--- config.mk ---
export PLATFORM = sky130hd
export DESIGN_NAME = blit_clip_command_setup
export DESIGN_NICKNAME = d
export VERILOG_FILES = /design/src/rtl/bcs_pkg.sv /design/src/rtl/blit_clip_command_setup.sv /design/src/rtl/bcs_cfg.sv /design/src/rtl/bcs_clip.sv /design/src/rtl/bcs_addr.sv
export SDC_FILE = /design/constraint.sdc
export NUM_CORES = 2
export LEC_CHECK = 0
export ABC_CLOCK_PERIOD_IN_PS = 18100
export BUFFER_PORTS_ARGS = -buffer_cell sky130_fd_sc_hd__buf_2
export CAP_MARGIN = 20
export CORE_ASPECT_RATIO = 0.7
export CORE_MARGIN = 3
export CORE_UTILIZATION = 50
export DETAILED_ROUTE_END_ITERATION = 12
export GPL_TIMING_DRIVEN = 0
export PLACE_DENSITY = 0.68
export SYNTH_ARGS = -nofsm -noshare
export SYNTH_HDL_FRONTEND = slang
export SYNTH_SLANG_ARGS = --single-unit
--- constraint.sdc ---
create_clock -name clk_i -period 18.1 [get_ports clk_i]
set_input_delay 1.81 -clock clk_i [delete_from_list [all_inputs] [get_ports clk_i]]
set_output_delay 1.81 -clock clk_i [all_outputs]
set_load 0.03 [all_outputs]
--- src/rtl/bcs_pkg.sv ---
// ----------------------------------------------------------------------------
// bcs_pkg: shared types and constants of the blit clip command setup
// Field widths, register codes, the configuration bundle and width helpers.
// ----------------------------------------------------------------------------
`default_nettype none

package bcs_pkg;

  // default parameter values
  localparam int unsigned COORD_WIDTH_DEF = 16;
  localparam int unsigned ADDR_WIDTH_DEF  = 32;

  // fixed field widths
  localparam int unsigned SCREEN_W    = 14;
  localparam int unsigned STRIDE_W    = 18;
  localparam int unsigned BPP_W       = 3;
  localparam int unsigned SRC_POS_W   = 14;
  localparam int unsigned SIZE_W      = 14;
  localparam int unsigned COLOR_W     = 32;
  localparam int unsigned OUT_ADDR_W  = 32;
  localparam int unsigned CFG_IDX_W   = 2;
  localparam int unsigned CFG_DATA_W  = 32;
  localparam int unsigned OUT_TDATA_W = 168;

  // register reset values
  localparam logic [SCREEN_W-1:0] SCREEN_WIDTH_RST  = 14'd1024;
  localparam logic [SCREEN_W-1:0] SCREEN_HEIGHT_RST = 14'd768;
  localparam logic [STRIDE_W-1:0] SCREEN_STRIDE_RST = 18'd4096;
  localparam logic [BPP_W-1:0]    BPP_RST           = 3'd4;

  // register indexes
  typedef enum logic [CFG_IDX_W-1:0] {
    REG_SCREEN_WIDTH  = 2'd0,
    REG_SCREEN_HEIGHT = 2'd1,
    REG_SCREEN_STRIDE = 2'd2,
    REG_BPP           = 2'd3
  } cfg_reg_e;

  // operation codes
  localparam logic OP_FILL = 1'b0;
  localparam logic OP_COPY = 1'b1;

  // configuration bundle seen by the pipeline
  typedef struct packed {
    logic [SCREEN_W-1:0] screen_width;
    logic [SCREEN_W-1:0] screen_height;
    logic [STRIDE_W-1:0] screen_stride;
    logic [BPP_W-1:0]    bpp;
  } cfg_t;

  // width of the shifted source coordinates for a given coordinate width
  function automatic int unsigned src_coord_width(input int unsigned cw);
    return ((cw > 15) ? cw : 15) + 2;
  endfunction

endpackage

`default_nettype wire

--- src/rtl/blit_clip_command_setup.sv ---
// ----------------------------------------------------------------------------
// blit_clip_command_setup: blit request clipping and command descriptor setup
// Intersects each fill or copy request with its clip rectangle and the screen
// and turns the result into one command descriptor.
// ----------------------------------------------------------------------------
// Usage:
//   s_axis carries one request per word (tuser = operation), m_axis one
//   descriptor per word (tuser = command_operation). A request that clips
//   to nothing produces no descriptor and is simply consumed.
//   The cfg channel writes screen_width (0), screen_height (1),
//   screen_stride (2) and bytes_per_pixel (3); cfg_ready_o is always high.
//   Write it only while no request is in flight.
//   The pipeline has 4 register stages: edge clamping, size and source
//   shift, row/column products, address sums. One request is taken every
//   cycle while the pipeline is not stalled; the products stage, one
//   multiply per address term, sets the per-stage depth.
//   Reset empties the pipeline and loads the default 1024x768 screen with
//   a 4096-byte stride and 4 bytes per pixel. When m_axis stalls, each
//   stage holds its word and s_axis_tready falls once the stages ahead are
//   full; nothing is dropped or repeated.
// ----------------------------------------------------------------------------
`default_nettype none

module blit_clip_command_setup #(
  parameter int unsigned COORD_WIDTH = bcs_pkg::COORD_WIDTH_DEF,
  parameter int unsigned ADDR_WIDTH  = bcs_pkg::ADDR_WIDTH_DEF,
  localparam int unsigned InDataW = ((8 * COORD_WIDTH + 60 + 7) / 8) * 8
) (
  input  wire logic                             clk_i,
  input  wire logic                             rst_ni,
  // request stream
  input  wire logic                             s_axis_tvalid,
  output logic                                  s_axis_tready,
  // whole_left, whole_top, whole_right, whole_bottom, clip_left, clip_top,
  // clip_right, clip_bottom, source_x, source_y, fill_color, zero pad
  input  wire logic [InDataW-1:0]               s_axis_tdata,
  // operation
  input  wire logic                             s_axis_tuser,
  // descriptor stream
  output logic                                  m_axis_tvalid,
  input  wire logic                             m_axis_tready,
  // dest_address, dest_stride, command_width, command_height,
  // source_address, source_stride, command_color, command_bpp, zero pad
  output logic [bcs_pkg::OUT_TDATA_W-1:0]       m_axis_tdata,
  // command_operation
  output logic                                  m_axis_tuser,
  // configuration writes
  input  wire logic                             cfg_valid_i,
  output logic                                  cfg_ready_o,
  input  wire logic [bcs_pkg::CFG_IDX_W-1:0]    cfg_index_i,
  input  wire logic [bcs_pkg::CFG_DATA_W-1:0]   cfg_data_i
);
  import bcs_pkg::*;

  localparam int unsigned SxW      = src_coord_width(COORD_WIDTH);
  localparam int unsigned SrcXLsb  = 8 * COORD_WIDTH;
  localparam int unsigned SrcYLsb  = SrcXLsb + SRC_POS_W;
  localparam int unsigned ColorLsb = SrcYLsb + SRC_POS_W;
  localparam int unsigned OutUsed  = 2 * OUT_ADDR_W + 2 * STRIDE_W + 2 * SIZE_W
                                     + COLOR_W + BPP_W;

  cfg_t cfg;

  logic signed [COORD_WIDTH-1:0] whole_left, whole_top, whole_right, whole_bottom;
  logic signed [COORD_WIDTH-1:0] clip_left, clip_top, clip_right, clip_bottom;
  logic [SRC_POS_W-1:0]          source_x, source_y;
  logic [COLOR_W-1:0]            fill_color;

  logic                          mid_valid, mid_ready, mid_op;
  logic [SIZE_W-1:0]             mid_left, mid_top, mid_width, mid_height;
  logic [SxW-1:0]                mid_sx, mid_sy;
  logic [COLOR_W-1:0]            mid_color;

  logic [OUT_ADDR_W-1:0]         dest_address, source_address;
  logic [STRIDE_W-1:0]           dest_stride, source_stride;
  logic [SIZE_W-1:0]             command_width, command_height;
  logic [COLOR_W-1:0]            command_color;
  logic [BPP_W-1:0]              command_bpp;

  // request word unpacking
  always_comb begin
    whole_left   = s_axis_tdata[0 * COORD_WIDTH +: COORD_WIDTH];
    whole_top    = s_axis_tdata[1 * COORD_WIDTH +: COORD_WIDTH];
    whole_right  = s_axis_tdata[2 * COORD_WIDTH +: COORD_WIDTH];
    whole_bottom = s_axis_tdata[3 * COORD_WIDTH +: COORD_WIDTH];
    clip_left    = s_axis_tdata[4 * COORD_WIDTH +: COORD_WIDTH];
    clip_top     = s_axis_tdata[5 * COORD_WIDTH +: COORD_WIDTH];
    clip_right   = s_axis_tdata[6 * COORD_WIDTH +: COORD_WIDTH];
    clip_bottom  = s_axis_tdata[7 * COORD_WIDTH +: COORD_WIDTH];
    source_x     = s_axis_tdata[SrcXLsb +: SRC_POS_W];
    source_y     = s_axis_tdata[SrcYLsb +: SRC_POS_W];
    fill_color   = s_axis_tdata[ColorLsb +: COLOR_W];
  end

  bcs_cfg u_cfg (
    .clk_i       (clk_i),
    .rst_ni      (rst_ni),
    .cfg_valid_i (cfg_valid_i),
    .cfg_ready_o (cfg_ready_o),
    .cfg_index_i (cfg_index_i),
    .cfg_data_i  (cfg_data_i),
    .cfg_o       (cfg)
  );

  bcs_clip #(
    .COORD_WIDTH (COORD_WIDTH)
  ) u_clip (
    .clk_i          (clk_i),
    .rst_ni         (rst_ni),
    .cfg_i          (cfg),
    .in_valid_i     (s_axis_tvalid),
    .in_ready_o     (s_axis_tready),
    .op_i           (s_axis_tuser),
    .whole_left_i   (whole_left),
    .whole_top_i    (whole_top),
    .whole_right_i  (whole_right),
    .whole_bottom_i (whole_bottom),
    .clip_left_i    (clip_left),
    .clip_top_i     (clip_top),
    .clip_right_i   (clip_right),
    .clip_bottom_i  (clip_bottom),
    .source_x_i     (source_x),
    .source_y_i     (source_y),
    .color_i        (fill_color),
    .out_valid_o    (mid_valid),
    .out_ready_i    (mid_ready),
    .out_op_o       (mid_op),
    .out_left_o     (mid_left),
    .out_top_o      (mid_top),
    .out_width_o    (mid_width),
    .out_height_o   (mid_height),
    .out_sx_o       (mid_sx),
    .out_sy_o       (mid_sy),
    .out_color_o    (mid_color)
  );

  bcs_addr #(
    .COORD_WIDTH (COORD_WIDTH),
    .ADDR_WIDTH  (ADDR_WIDTH)
  ) u_addr (
    .clk_i             (clk_i),
    .rst_ni            (rst_ni),
    .cfg_i             (cfg),
    .in_valid_i        (mid_valid),
    .in_ready_o        (mid_ready),
    .op_i              (mid_op),
    .left_i            (mid_left),
    .top_i             (mid_top),
    .width_i           (mid_width),
    .height_i          (mid_height),
    .sx_i              (mid_sx),
    .sy_i              (mid_sy),
    .color_i           (mid_color),
    .out_valid_o       (m_axis_tvalid),
    .out_ready_i       (m_axis_tready),
    .out_op_o          (m_axis_tuser),
    .out_dest_addr_o   (dest_address),
    .out_dest_stride_o (dest_stride),
    .out_width_o       (command_width),
    .out_height_o      (command_height),
    .out_src_addr_o    (source_address),
    .out_src_stride_o  (source_stride),
    .out_color_o       (command_color),
    .out_bpp_o         (command_bpp)
  );

  // descriptor word packing, first field in the low bits
  assign m_axis_tdata = {{(OUT_TDATA_W-OutUsed){1'b0}}, command_bpp, command_color,
                         source_stride, source_address, command_height,
                         command_width, dest_stride, dest_address};

endmodule

`default_nettype wire

--- src/rtl/bcs_cfg.sv ---
// ----------------------------------------------------------------------------
// bcs_cfg: screen configuration registers
// Decodes register writes and holds screen size, stride and pixel size.
// ----------------------------------------------------------------------------
`default_nettype none

module bcs_cfg (
  input  wire logic                             clk_i,
  input  wire logic                             rst_ni,
  input  wire logic                             cfg_valid_i,
  output logic                                  cfg_ready_o,
  input  wire logic [bcs_pkg::CFG_IDX_W-1:0]    cfg_index_i,
  input  wire logic [bcs_pkg::CFG_DATA_W-1:0]   cfg_data_i,
  output bcs_pkg::cfg_t                         cfg_o
);
  import bcs_pkg::*;

  cfg_t cfg_d, cfg_q;

  // writes are always taken
  assign cfg_ready_o = 1'b1;

  // register write decode
  always_comb begin
    cfg_d = cfg_q;
    if (cfg_valid_i) begin
      case (cfg_reg_e'(cfg_index_i))
        REG_SCREEN_WIDTH:  cfg_d.screen_width  = cfg_data_i[SCREEN_W-1:0];
        REG_SCREEN_HEIGHT: cfg_d.screen_height = cfg_data_i[SCREEN_W-1:0];
        REG_SCREEN_STRIDE: cfg_d.screen_stride = cfg_data_i[STRIDE_W-1:0];
        REG_BPP:           cfg_d.bpp           = cfg_data_i[BPP_W-1:0];
        default:           cfg_d = cfg_q;
      endcase
    end
  end

  always_ff @(posedge clk_i or negedge rst_ni) begin
    if (!rst_ni) begin
      cfg_q.screen_width  <= SCREEN_WIDTH_RST;
      cfg_q.screen_height <= SCREEN_HEIGHT_RST;
      cfg_q.screen_stride <= SCREEN_STRIDE_RST;
      cfg_q.bpp           <= BPP_RST;
    end else begin
      cfg_q <= cfg_d;
    end
  end

  assign cfg_o = cfg_q;

endmodule

`default_nettype wire

--- src/rtl/bcs_clip.sv ---
// ----------------------------------------------------------------------------
// bcs_clip: rectangle intersection stages
// Stage 1 clamps the edges against clip and screen, stage 2 drops empty
// requests and forms the clipped size and the shifted source point.
// ----------------------------------------------------------------------------
`default_nettype none

module bcs_clip #(
  parameter int unsigned COORD_WIDTH = bcs_pkg::COORD_WIDTH_DEF,
  localparam int unsigned SxW = bcs_pkg::src_coord_width(COORD_WIDTH)
) (
  input  wire logic                             clk_i,
  input  wire logic                             rst_ni,
  input  wire bcs_pkg::cfg_t                    cfg_i,
  // request side
  input  wire logic                             in_valid_i,
  output logic                                  in_ready_o,
  input  wire logic                             op_i,
  input  wire logic signed [COORD_WIDTH-1:0]    whole_left_i,
  input  wire logic signed [COORD_WIDTH-1:0]    whole_top_i,
  input  wire logic signed [COORD_WIDTH-1:0]    whole_right_i,
  input  wire logic signed [COORD_WIDTH-1:0]    whole_bottom_i,
  input  wire logic signed [COORD_WIDTH-1:0]    clip_left_i,
  input  wire logic signed [COORD_WIDTH-1:0]    clip_top_i,
  input  wire logic signed [COORD_WIDTH-1:0]    clip_right_i,
  input  wire logic signed [COORD_WIDTH-1:0]    clip_bottom_i,
  input  wire logic [bcs_pkg::SRC_POS_W-1:0]    source_x_i,
  input  wire logic [bcs_pkg::SRC_POS_W-1:0]    source_y_i,
  input  wire logic [bcs_pkg::COLOR_W-1:0]      color_i,
  // clipped side
  output logic                                  out_valid_o,
  input  wire logic                             out_ready_i,
  output logic                                  out_op_o,
  output logic [bcs_pkg::SIZE_W-1:0]            out_left_o,
  output logic [bcs_pkg::SIZE_W-1:0]            out_top_o,
  output logic [bcs_pkg::SIZE_W-1:0]            out_width_o,
  output logic [bcs_pkg::SIZE_W-1:0]            out_height_o,
  output logic [SxW-1:0]                        out_sx_o,
  output logic [SxW-1:0]                        out_sy_o,
  output logic [bcs_pkg::COLOR_W-1:0]           out_color_o
);
  import bcs_pkg::*;

  localparam int unsigned ExtW = SxW - 1;

  // ---------------- stage 1: edge clamping ----------------
  logic                   s1_en;
  logic                   s1_valid_d, s1_valid_q;
  logic signed [ExtW-1:0] wl_x, wt_x, wr_x, wb_x, cl_x, ct_x, cr_x, cb_x;
  logic signed [ExtW-1:0] sw_x, sh_x;
  logic signed [ExtW-1:0] lmax, tmax, rmin, bmin;
  logic signed [ExtW-1:0] left_d, top_d, right_d, bottom_d;
  logic signed [ExtW-1:0] s1_left_q, s1_top_q, s1_right_q, s1_bottom_q;
  logic signed [ExtW-1:0] s1_wl_q, s1_wt_q;
  logic                   s1_op_q;
  logic [SRC_POS_W-1:0]   s1_srcx_q, s1_srcy_q;
  logic [COLOR_W-1:0]     s1_color_q;

  // ---------------- stage 2: extents ----------------
  logic                   s2_en;
  logic                   s2_valid_d, s2_valid_q;
  logic                   nonempty;
  logic signed [ExtW-1:0] width_x, height_x;
  logic signed [SxW-1:0]  dx, dy;
  logic [SxW-1:0]         sx_d, sy_d;
  logic                   s2_op_q;
  logic [SIZE_W-1:0]      s2_left_q, s2_top_q, s2_width_q, s2_height_q;
  logic [SxW-1:0]         s2_sx_q, s2_sy_q;
  logic [COLOR_W-1:0]     s2_color_q;

  // stall chain
  assign s2_en      = !s2_valid_q || out_ready_i;
  assign s1_en      = !s1_valid_q || s2_en;
  assign in_ready_o = s1_en;

  // sign extension of all edges, zero extension of the screen bounds
  always_comb begin
    wl_x = {{(ExtW-COORD_WIDTH){whole_left_i[COORD_WIDTH-1]}},   whole_left_i};
    wt_x = {{(ExtW-COORD_WIDTH){whole_top_i[COORD_WIDTH-1]}},    whole_top_i};
    wr_x = {{(ExtW-COORD_WIDTH){whole_right_i[COORD_WIDTH-1]}},  whole_right_i};
    wb_x = {{(ExtW-COORD_WIDTH){whole_bottom_i[COORD_WIDTH-1]}}, whole_bottom_i};
    cl_x = {{(ExtW-COORD_WIDTH){clip_left_i[COORD_WIDTH-1]}},    clip_left_i};
    ct_x = {{(ExtW-COORD_WIDTH){clip_top_i[COORD_WIDTH-1]}},     clip_top_i};
    cr_x = {{(ExtW-COORD_WIDTH){clip_right_i[COORD_WIDTH-1]}},   clip_right_i};
    cb_x = {{(ExtW-COORD_WIDTH){clip_bottom_i[COORD_WIDTH-1]}},  clip_bottom_i};
    sw_x = {{(ExtW-SCREEN_W){1'b0}}, cfg_i.screen_width};
    sh_x = {{(ExtW-SCREEN_W){1'b0}}, cfg_i.screen_height};
  end

  // max of whole and clip left/top edges and zero, min of right/bottom edges and the screen
  always_comb begin
    lmax     = (wl_x > cl_x) ? wl_x : cl_x;
    tmax     = (wt_x > ct_x) ? wt_x : ct_x;
    rmin     = (wr_x < cr_x) ? wr_x : cr_x;
    bmin     = (wb_x < cb_x) ? wb_x : cb_x;
    left_d   = (lmax > 0) ? lmax : '0;
    top_d    = (tmax > 0) ? tmax : '0;
    right_d  = (rmin < sw_x) ? rmin : sw_x;
    bottom_d = (bmin < sh_x) ? bmin : sh_x;
  end

  assign s1_valid_d = s1_en ? in_valid_i : s1_valid_q;

  always_ff @(posedge clk_i or negedge rst_ni) begin
    if (!rst_ni) begin
      s1_valid_q <= 1'b0;
    end else begin
      s1_valid_q <= s1_valid_d;
    end
  end

  always_ff @(posedge clk_i) begin
    if (s1_en) begin
      s1_left_q   <= left_d;
      s1_top_q    <= top_d;
      s1_right_q  <= right_d;
      s1_bottom_q <= bottom_d;
      s1_wl_q     <= wl_x;
      s1_wt_q     <= wt_x;
      s1_op_q     <= op_i;
      s1_srcx_q   <= source_x_i;
      s1_srcy_q   <= source_y_i;
      s1_color_q  <= color_i;
    end
  end

  // empty test, clipped size and shifted source point
  always_comb begin
    nonempty = (s1_left_q < s1_right_q) && (s1_top_q < s1_bottom_q);
    width_x  = s1_right_q - s1_left_q;
    height_x = s1_bottom_q - s1_top_q;
    dx       = {s1_left_q[ExtW-1], s1_left_q} - {s1_wl_q[ExtW-1], s1_wl_q};
    dy       = {s1_top_q[ExtW-1], s1_top_q} - {s1_wt_q[ExtW-1], s1_wt_q};
    sx_d     = {{(SxW-SRC_POS_W){1'b0}}, s1_srcx_q} + dx;
    sy_d     = {{(SxW-SRC_POS_W){1'b0}}, s1_srcy_q} + dy;
  end

  // empty requests leave the pipeline here
  assign s2_valid_d = s2_en ? (s1_valid_q && nonempty) : s2_valid_q;

  always_ff @(posedge clk_i or negedge rst_ni) begin
    if (!rst_ni) begin
      s2_valid_q <= 1'b0;
    end else begin
      s2_valid_q <= s2_valid_d;
    end
  end

  always_ff @(posedge clk_i) begin
    if (s2_en) begin
      s2_op_q     <= s1_op_q;
      s2_left_q   <= s1_left_q[SIZE_W-1:0];
      s2_top_q    <= s1_top_q[SIZE_W-1:0];
      s2_width_q  <= width_x[SIZE_W-1:0];
      s2_height_q <= height_x[SIZE_W-1:0];
      s2_sx_q     <= sx_d;
      s2_sy_q     <= sy_d;
      s2_color_q  <= s1_color_q;
    end
  end

  assign out_valid_o  = s2_valid_q;
  assign out_op_o     = s2_op_q;
  assign out_left_o   = s2_left_q;
  assign out_top_o    = s2_top_q;
  assign out_width_o  = s2_width_q;
  assign out_height_o = s2_height_q;
  assign out_sx_o     = s2_sx_q;
  assign out_sy_o     = s2_sy_q;
  assign out_color_o  = s2_color_q;

  // a surviving request never has zero size
  assert property (@(posedge clk_i) disable iff (!rst_ni)
    s2_valid_q |-> (s2_width_q != '0))
    else $error("bcs_clip: zero width passed the empty test");

  assert property (@(posedge clk_i) disable iff (!rst_ni)
    s2_valid_q |-> (s2_height_q != '0))
    else $error("bcs_clip: zero height passed the empty test");

  // a held stage-1 word stays in place
  assert property (@(posedge clk_i) disable iff (!rst_ni)
    (s1_valid_q && !s2_en) |=> s1_valid_q)
    else $error("bcs_clip: stage-1 word lost during a stall");

endmodule

`default_nettype wire

--- src/rtl/bcs_addr.sv ---
// ----------------------------------------------------------------------------
// bcs_addr: address generation stages
// Stage 3 forms the row and column products, stage 4 adds them into the
// destination and source addresses and holds the finished descriptor.
// ----------------------------------------------------------------------------
`default_nettype none

module bcs_addr #(
  parameter int unsigned COORD_WIDTH = bcs_pkg::COORD_WIDTH_DEF,
  parameter int unsigned ADDR_WIDTH  = bcs_pkg::ADDR_WIDTH_DEF,
  localparam int unsigned SxW = bcs_pkg::src_coord_width(COORD_WIDTH)
) (
  input  wire logic                             clk_i,
  input  wire logic                             rst_ni,
  input  wire bcs_pkg::cfg_t                    cfg_i,
  // clipped side
  input  wire logic                             in_valid_i,
  output logic                                  in_ready_o,
  input  wire logic                             op_i,
  input  wire logic [bcs_pkg::SIZE_W-1:0]       left_i,
  input  wire logic [bcs_pkg::SIZE_W-1:0]       top_i,
  input  wire logic [bcs_pkg::SIZE_W-1:0]       width_i,
  input  wire logic [bcs_pkg::SIZE_W-1:0]       height_i,
  input  wire logic [SxW-1:0]                   sx_i,
  input  wire logic [SxW-1:0]                   sy_i,
  input  wire logic [bcs_pkg::COLOR_W-1:0]      color_i,
  // descriptor side
  output logic                                  out_valid_o,
  input  wire logic                             out_ready_i,
  output logic                                  out_op_o,
  output logic [bcs_pkg::OUT_ADDR_W-1:0]        out_dest_addr_o,
  output logic [bcs_pkg::STRIDE_W-1:0]          out_dest_stride_o,
  output logic [bcs_pkg::SIZE_W-1:0]            out_width_o,
  output logic [bcs_pkg::SIZE_W-1:0]            out_height_o,
  output logic [bcs_pkg::OUT_ADDR_W-1:0]        out_src_addr_o,
  output logic [bcs_pkg::STRIDE_W-1:0]          out_src_stride_o,
  output logic [bcs_pkg::COLOR_W-1:0]           out_color_o,
  output logic [bcs_pkg::BPP_W-1:0]             out_bpp_o
);
  import bcs_pkg::*;

  // ---------------- stage 3: products ----------------
  logic                       s3_en;
  logic                       s3_valid_d, s3_valid_q;
  logic [SIZE_W+STRIDE_W-1:0] dy_prod;
  logic [SIZE_W+BPP_W-1:0]    dx_prod;
  logic [SxW+STRIDE_W-1:0]    sy_prod;
  logic [SxW+BPP_W-1:0]       sx_prod;
  logic [ADDR_WIDTH-1:0]      s3_dy_q, s3_dx_q, s3_sy_q, s3_sx_q;
  logic                       s3_op_q;
  logic [SIZE_W-1:0]          s3_width_q, s3_height_q;
  logic [COLOR_W-1:0]         s3_color_q;

  // ---------------- stage 4: sums and output word ----------------
  logic                       s4_en;
  logic                       s4_valid_d, s4_valid_q;
  logic [ADDR_WIDTH-1:0]      dest_sum, src_sum;
  logic                       s4_op_q;
  logic [OUT_ADDR_W-1:0]      s4_dest_q, s4_src_q;
  logic [STRIDE_W-1:0]        s4_dstride_q, s4_sstride_q;
  logic [SIZE_W-1:0]          s4_width_q, s4_height_q;
  logic [COLOR_W-1:0]         s4_color_q;
  logic [BPP_W-1:0]           s4_bpp_q;

  // stall chain
  assign s4_en      = !s4_valid_q || out_ready_i;
  assign s3_en      = !s3_valid_q || s4_en;
  assign in_ready_o = s3_en;

  // row and column products
  always_comb begin
    dy_prod = top_i * cfg_i.screen_stride;
    dx_prod = left_i * cfg_i.bpp;
    sy_prod = sy_i * cfg_i.screen_stride;
    sx_prod = sx_i * cfg_i.bpp;
  end

  assign s3_valid_d = s3_en ? in_valid_i : s3_valid_q;

  always_ff @(posedge clk_i or negedge rst_ni) begin
    if (!rst_ni) begin
      s3_valid_q <= 1'b0;
    end else begin
      s3_valid_q <= s3_valid_d;
    end
  end

  always_ff @(posedge clk_i) begin
    if (s3_en) begin
      s3_dy_q     <= ADDR_WIDTH'(dy_prod);
      s3_dx_q     <= ADDR_WIDTH'(dx_prod);
      s3_sy_q     <= ADDR_WIDTH'(sy_prod);
      s3_sx_q     <= ADDR_WIDTH'(sx_prod);
      s3_op_q     <= op_i;
      s3_width_q  <= width_i;
      s3_height_q <= height_i;
      s3_color_q  <= color_i;
    end
  end

  // address sums wrap at the address width
  always_comb begin
    dest_sum = s3_dy_q + s3_dx_q;
    src_sum  = s3_sy_q + s3_sx_q;
  end

  assign s4_valid_d = s4_en ? s3_valid_q : s4_valid_q;

  always_ff @(posedge clk_i or negedge rst_ni) begin
    if (!rst_ni) begin
      s4_valid_q <= 1'b0;
    end else begin
      s4_valid_q <= s4_valid_d;
    end
  end

  // copies carry source fields, fills carry the color
  always_ff @(posedge clk_i) begin
    if (s4_en) begin
      s4_op_q      <= s3_op_q;
      s4_dest_q    <= OUT_ADDR_W'(dest_sum);
      s4_dstride_q <= cfg_i.screen_stride;
      s4_width_q   <= s3_width_q;
      s4_height_q  <= s3_height_q;
      s4_bpp_q     <= cfg_i.bpp;
      if (s3_op_q == OP_COPY) begin
        s4_src_q     <= OUT_ADDR_W'(src_sum);
        s4_sstride_q <= cfg_i.screen_stride;
        s4_color_q   <= '0;
      end else begin
        s4_src_q     <= '0;
        s4_sstride_q <= '0;
        s4_color_q   <= s3_color_q;
      end
    end
  end

  assign out_valid_o       = s4_valid_q;
  assign out_op_o          = s4_op_q;
  assign out_dest_addr_o   = s4_dest_q;
  assign out_dest_stride_o = s4_dstride_q;
  assign out_width_o       = s4_width_q;
  assign out_height_o      = s4_height_q;
  assign out_src_addr_o    = s4_src_q;
  assign out_src_stride_o  = s4_sstride_q;
  assign out_color_o       = s4_color_q;
  assign out_bpp_o         = s4_bpp_q;

  // a product word behind a stalled output stays put
  assert property (@(posedge clk_i) disable iff (!rst_ni)
    (s3_valid_q && s4_valid_q && !out_ready_i) |=> s3_valid_q)
    else $error("bcs_addr: stage-3 word lost during a stall");

  // a stalled descriptor word holds its addresses
  assert property (@(posedge clk_i) disable iff (!rst_ni)
    (s4_valid_q && !out_ready_i) |=>
      (s4_valid_q && $stable(s4_dest_q) && $stable(s4_src_q)))
    else $error("bcs_addr: descriptor word changed during a stall");

  // a fill never carries source fields
  assert property (@(posedge clk_i) disable iff (!rst_ni)
    (s4_valid_q && (s4_op_q == OP_FILL)) |-> ((s4_src_q == '0) && (s4_sstride_q == '0)))
    else $error("bcs_addr: fill word with source fields");

endmodule

`default_nettype wire
* Yosys cells after proc, flatten, opt, wreduce, memory -nomap -nowiden
Cells that the tools add are included.
** Word-level totals
- Register bits :: 666
- Input port bits :: 232
- Logic and storage cells :: 91
** Operators by class
- Add/sub/neg operators :: 8
- $mul :: 4
- Magnitude comparators :: 10
- Eq/ne operators :: 3
- Mux-type cells :: 6
- Reduce and logical (&&, ||, !) cells :: 15
** Operators with widths (number)
- $mux W17 :: 4
- $add A14 B18 Y18 :: 2
- $sub A17 B16 Y18 :: 2
- $gt A17 B1 Y1 const B :: 2
- $lt A17 B15 Y1 :: 2
- $lt A17 B17 Y1 :: 2
- $add A32 B17 Y32 :: 1
- $add A32 B21 Y32 :: 1
- $gt A16 B16 Y1 :: 2
- $lt A16 B16 Y1 :: 2
- $mul A14 B18 Y32 :: 1
- $mul A18 B18 Y32 :: 1
- $mux W14 :: 2
- $sub A14 B14 Y14 :: 2
- $mul A18 B3 Y21 :: 1
- $mul A14 B3 Y17 :: 1
- $reduce_and A2 Y1 :: 4
- $eq A2 B2 Y1 const B :: 2
- $logic_not A1 Y1 :: 4
- $logic_or A1 B1 Y1 :: 4
- $eq A2 B1 Y1 const B :: 1
- $logic_and A1 B1 Y1 :: 2
- $logic_not A2 Y1 :: 1

* Logic depth before layout (Yosys ltp)
- Depth after elaboration :: 5
- Depth in mapped cells :: 23

* By module
From an unflattened synthesis, not the netlist that was laid out.
** Unflattened totals
- Cells, all modules :: 4707
- Area, all modules :: 51697.1 um^2
** By module, submodules not included
- bcs_addr :: instances 1, cells each 3181, area each 33141.8 um^2, sequential area each 9869.5 um^2
- bcs_clip :: instances 1, cells each 1413, area each 16641.0 um^2, sequential area each 8518.2 um^2
- bcs_cfg :: instances 1, cells each 107, area each 1873.0 um^2, sequential area each 1232.4 um^2
- blit_clip_command_setup :: instances 1, cells each 6, area each 41.3 um^2, sequential area each 0.0 um^2

* Worst setup path before layout
OpenSTA, ideal clock, no wires.
- Kind :: input port to flip-flop
- Start point :: input m_axis_tready
- End point :: register u_clip.s1_bottom_q[0], enable pin
- Library setup time :: 2129 ps
- Arrival :: 6599 ps
- Required time :: 15971 ps
- Setup slack :: 9372 ps
- Stages on the path :: 2
- Cell sequence :: nor2b_1 nand4_1
** Between the ends
- Word-level cells in the longest chain between the ends :: 4
** Ends and longest elaborated chain
- start: declaration :: RTL line blit_clip_command_setup.sv:41 : input wire logic m_axis_tready,
- $logic_or A1 B1 Y1 :: RTL line bcs_addr.sv:66 : assign s4_en = !s4_valid_q || out_ready_i;
- $logic_or A1 B1 Y1 :: RTL line bcs_addr.sv:67 : assign s3_en = !s3_valid_q || s4_en;
- $logic_or A1 B1 Y1 :: RTL line bcs_clip.sv:72 : assign s2_en = !s2_valid_q || out_ready_i;
- $logic_or A1 B1 Y1 :: RTL line bcs_clip.sv:73 : assign s1_en = !s1_valid_q || s2_en;
- net s_axis_tready :: RTL line blit_clip_command_setup.sv:33 : output logic s_axis_tready,
- end signal: assignment :: RTL line bcs_clip.sv:117 : s1_bottom_q <= bottom_d;
- end: declaration :: RTL line bcs_clip.sv:53 : logic signed [ExtW-1:0] s1_left_q, s1_top_q, s1_right_q, s1_bottom_q;
The timed path passes the listed nets, and every way through them passes these cells.
A chain may end at the register's enable or synchronous reset.

* Worst setup path in the final report
- Start point :: register u_clip.s2_sy_q[10], in the netlist u_clip.out_sy_o[10]
- End point :: register u_addr.s3_sy_q[30] (data pin)
** Between the ends
- Word-level cells in the longest chain between the ends :: 1
** Ends and longest elaborated chain
- start: declaration :: RTL line bcs_clip.sv:68 : logic [SxW-1:0] s2_sx_q, s2_sy_q;
- start signal: assignment :: RTL line bcs_clip.sv:157 : s2_sy_q <= sy_d;
- $mul A18 B18 Y32 :: RTL line bcs_addr.sv:74 : sy_prod = sy_i * cfg_i.screen_stride;
- net u_addr.sy_prod[30] :: RTL line bcs_addr.sv:47 : logic [SxW+STRIDE_W-1:0] sy_prod;
- end signal: assignment :: RTL line bcs_addr.sv:92 : s3_sy_q <= ADDR_WIDTH'(sy_prod);
- end: declaration :: RTL line bcs_addr.sv:49 : logic [ADDR_WIDTH-1:0] s3_dy_q, s3_dx_q, s3_sy_q, s3_sx_q;
The timed path passes the listed nets, and every way through them passes these cells.

==> results.yml <==
routing:
  vias: 35495
  drt.antenna.violating_nets: 0
  post_drt_wl_per_cell_um: 19.91
  drtIter0Drc: 2713
  avgViaCountPerCell: 5.385
  wl_mm: 131.3
  dr.pass1.iters: 6
  drc_errors: 0
worst_setup_path:
  cp_max_fo: 10
  startpoint_type: "flop"
  max_stage_delay_ns: 0.63
  worstPathCellList: "clkbuf_1 > clkbuf_1 > nand2_1 > fa_1 > fa_1 > fa_1 > fa_1 > inv_1 > fa_1 > inv_1 > fa_1 > inv_1 > ha_1 > o21ai_0 > a21oi_1 > o221a_2 > o21ai_0 > o21a_1 > o211a_1 > or4b_2 > nand3_1"
  path_class: "flop to flop"
  path_common_cell: "fa_1"
  cp.required_ns: 18.64
  worstPathArrival_ns: 7.99
  end_kind: "flop"
  critPathSlowestCell: "or4b_2"
synthesis:
  async_flop_share_pct: 8.006
  avgSynthCellArea_um2: 10.99
  seq_area_frac_synth_pct: 37.91
  ys_ff_latch: 662
  synthCells: 4710
  yosysWarnings: 0
  synth.top_cell.area_share_pct: 35.34
  synth_area_um2: 51750
  synth_edf_count: 609
  yosysUniqueCellTypes: 80
  synth.area.top_cells: "edfxtp_1 (35%), fa_1 (19%), ha_1 (11%)"
  synth_flop_cell: "edfxtp_1"
  synth_largest_area_cell: "edfxtp_1"
placement:
  place_congestion: 0.9431
  place_area_um2: 55720
  numPortBuffers: 379
  place_ws_ns: 10.74
  hpwl_mm: 105.3
floorplanning:
  start_util_pct: 50.54
  die_w_um: 390.5
  pin_count: 404
  die_h_um: 275.2
  num_rows: 98
  coreArea_um2: 102400
  die-area_um2: 107500
sta:
  postLayoutSetupSlackWorst_ns: 10.65
  rsz0062_at_grt: "no"
  max_clock_freq_mhz: 134.2
  tns_ns: 0
  hold_viol: 0
  slew_headroom_pct: 21.88
  worst_pin_slew_ns: 1.172
  setup_viol: 0
  period_share_pct: 41.18
  slew_violations: 0
  fin_crit_ns: 7.454
  finClkSkew_ns: 0.03180
cts:
  cts_hold_buffers: 0
  clock_latency_ns: 0.68
  clock_sinks: 662
  cts_buffers: 69
  cts_tree: "built"
  cts_htree_levels: 3
  cts-root-buf: "clkbuf_16"
  cts_resized: 0
  clk_path_buf_depth: 3
  post_cts_buffers: 0
  cts.clk_slew.worst_paths_ns: 0.06
global_route:
  grt_start_max_net_pins: 93
  grt_usage_pct: 24.96
  grt_pass1_wl_mm: 205.1
  antenna_found_initial: 3
  grt_overflow_total: 0
  first_global_vias: 35852
hold_path:
  hp-class: "flop to flop"
run:
  max-cap-violations: 0
cells_and_area:
  final_core_utilization_pct: 56.76
  syn2layout_area_growth_pct: 12.30
  fin_nets: 6363
  postLayoutCellArea_um2: 58120
  drive_gt1_share_pct: 12.04
outcome:
  status: "finished clean"
-- cells in the final DEF (no fill, tap or decap), types with 101 or more instances in the layout --
cell      netlist  routed
and2_1        287     287
xnor2_1       125     125
nand2_1       538     537
nor2_1        115     115
o21ai_0       101     101
edfxtp_1      609     609
clkbuf_1      127     136
buf_2           3     383
a21oi_1       151     151
ha_1          445     445
fa_1          502     502
inv_1         860     859
-- cells in the mapped netlist, types with 10 or more instances --
cell	n
a211oi_1	21
a21boi_0	11
a21o_1	69
a21oi_1	151
a311oi_1	10
a31oi_1	18
and2_1	287
and3_1	27
clkbuf_1	127
dfrtp_1	48
edfxtp_1	609
fa_1	502
ha_1	445
inv_1	860
mux2_2	70
mux2_4	11
mux2i_1	36
nand2_1	538
nand2b_1	36
nand3_1	40
nand4_1	22
nor2_1	115
nor2b_1	73
nor3_1	44
nor4_1	16
o211ai_1	19
o21a_1	39
o21ai_0	101
o21bai_1	14
or3_1	24
xnor2_1	125
xor2_1	46
-- final cells by class --
cell class                 instances  area, um2
fill                            8678      44270
multi-input combinational       3054      28380
sequential                       662      19620
inverter                         860       3236
timing repair buffer             397       2237
clock buffer                      81       1802
tap                             1350       1689
clock inverter                    46      585.6
buffer                           140      566.8
antenna                            1      2.502
-- cells by family after synthesis --
kind of cell               count (synthesis)  synth area share [%]
muxes                                    126                 2.735
and+or+nand+nor                         1255                 11.92
xor gates and xnor gates                 171                 2.894
DFF                                      662                 37.91
adders and majority gates                947                 30.18
other                                      2               0.01451
AOI/OAI and AO/OA                        547                 7.007
buffers and inverters                   1000                 7.333
-- per-stage QoR --
stage	hold WS (ns)	instances
3_5_place_dp	0.4045	6462
5_1_grt	0.4157	6590
2_1_floorplan	0.4003	4716
3_3_place_gp	0.4003	6445
6_report	0.4113	6591
4_1_cts	0.4132	6589
-- flip-flops by register name (all words and copies together) (netlist names), 32 cells and up --
name and flops:
u_cfg.cfg_o 49, u_addr.out_color_o 32, u_addr.out_dest_addr_o 32, u_addr.out_src_addr_o 32, u_addr.s3_color_q 32, u_addr.s3_dy_q 32, u_addr.s3_sy_q 32, u_clip.out_color_o 32
u_clip.s1_color_q 32
-- path summary, 6_finish.rpt --
path | slack, ns | start | depth (start not counted) | to
min in group asynchronous | 1.23 | rst_ni | 1 | u_cfg.cfg_o[44]$_DFFE_PN0P_
max in group asynchronous | 16.17 | rst_ni | 2 | u_cfg.cfg_o[15]$_DFFE_PN1P_
worst max-delay path | 10.65 | u_clip.out_sy_o[10]$_DFFE_PP_ | 21 | u_addr.s3_sy_q[30]$_DFFE_PP_
worst min-delay path | 0.41 | u_clip.s1_color_q[18]$_DFFE_PP_ | 0 | u_clip.out_color_o[18]$_DFFE_PP_
worst max register to register | 10.65 | u_clip.out_sy_o[10]$_DFFE_PP_ | 21 | u_addr.s3_sy_q[30]$_DFFE_PP_
worst min register to register | 0.41 | u_clip.s1_color_q[18]$_DFFE_PP_ | 0 | u_clip.out_color_o[18]$_DFFE_PP_
-- critical path, delay by kind of cell, from the launching register on --
kind / cells / cell delay (ns)
flip-flops: 1 / 0.32
buffers and inverters: 5 / 1.30
AO/OA/AOI/OAI: 6 / 1.40
AND/OR/NAND/NOR: 3 / 0.91
adder cells (fa/ha/maj): 7 / 3.38
-- per-layer routing --
metal	track usage [%]	part of all wire (%)	vias up
met3	5.063	8.8	222
met2	38.05	44	1269
li1	-	-	16437
met4	7.308	2.8	2
met1	36.23	45	17565
met5	0	0.0099	-
Power is left out: the tool's default activity adds up to more than one toggle a clock period on the data nets, which glitch-free logic cannot reach.
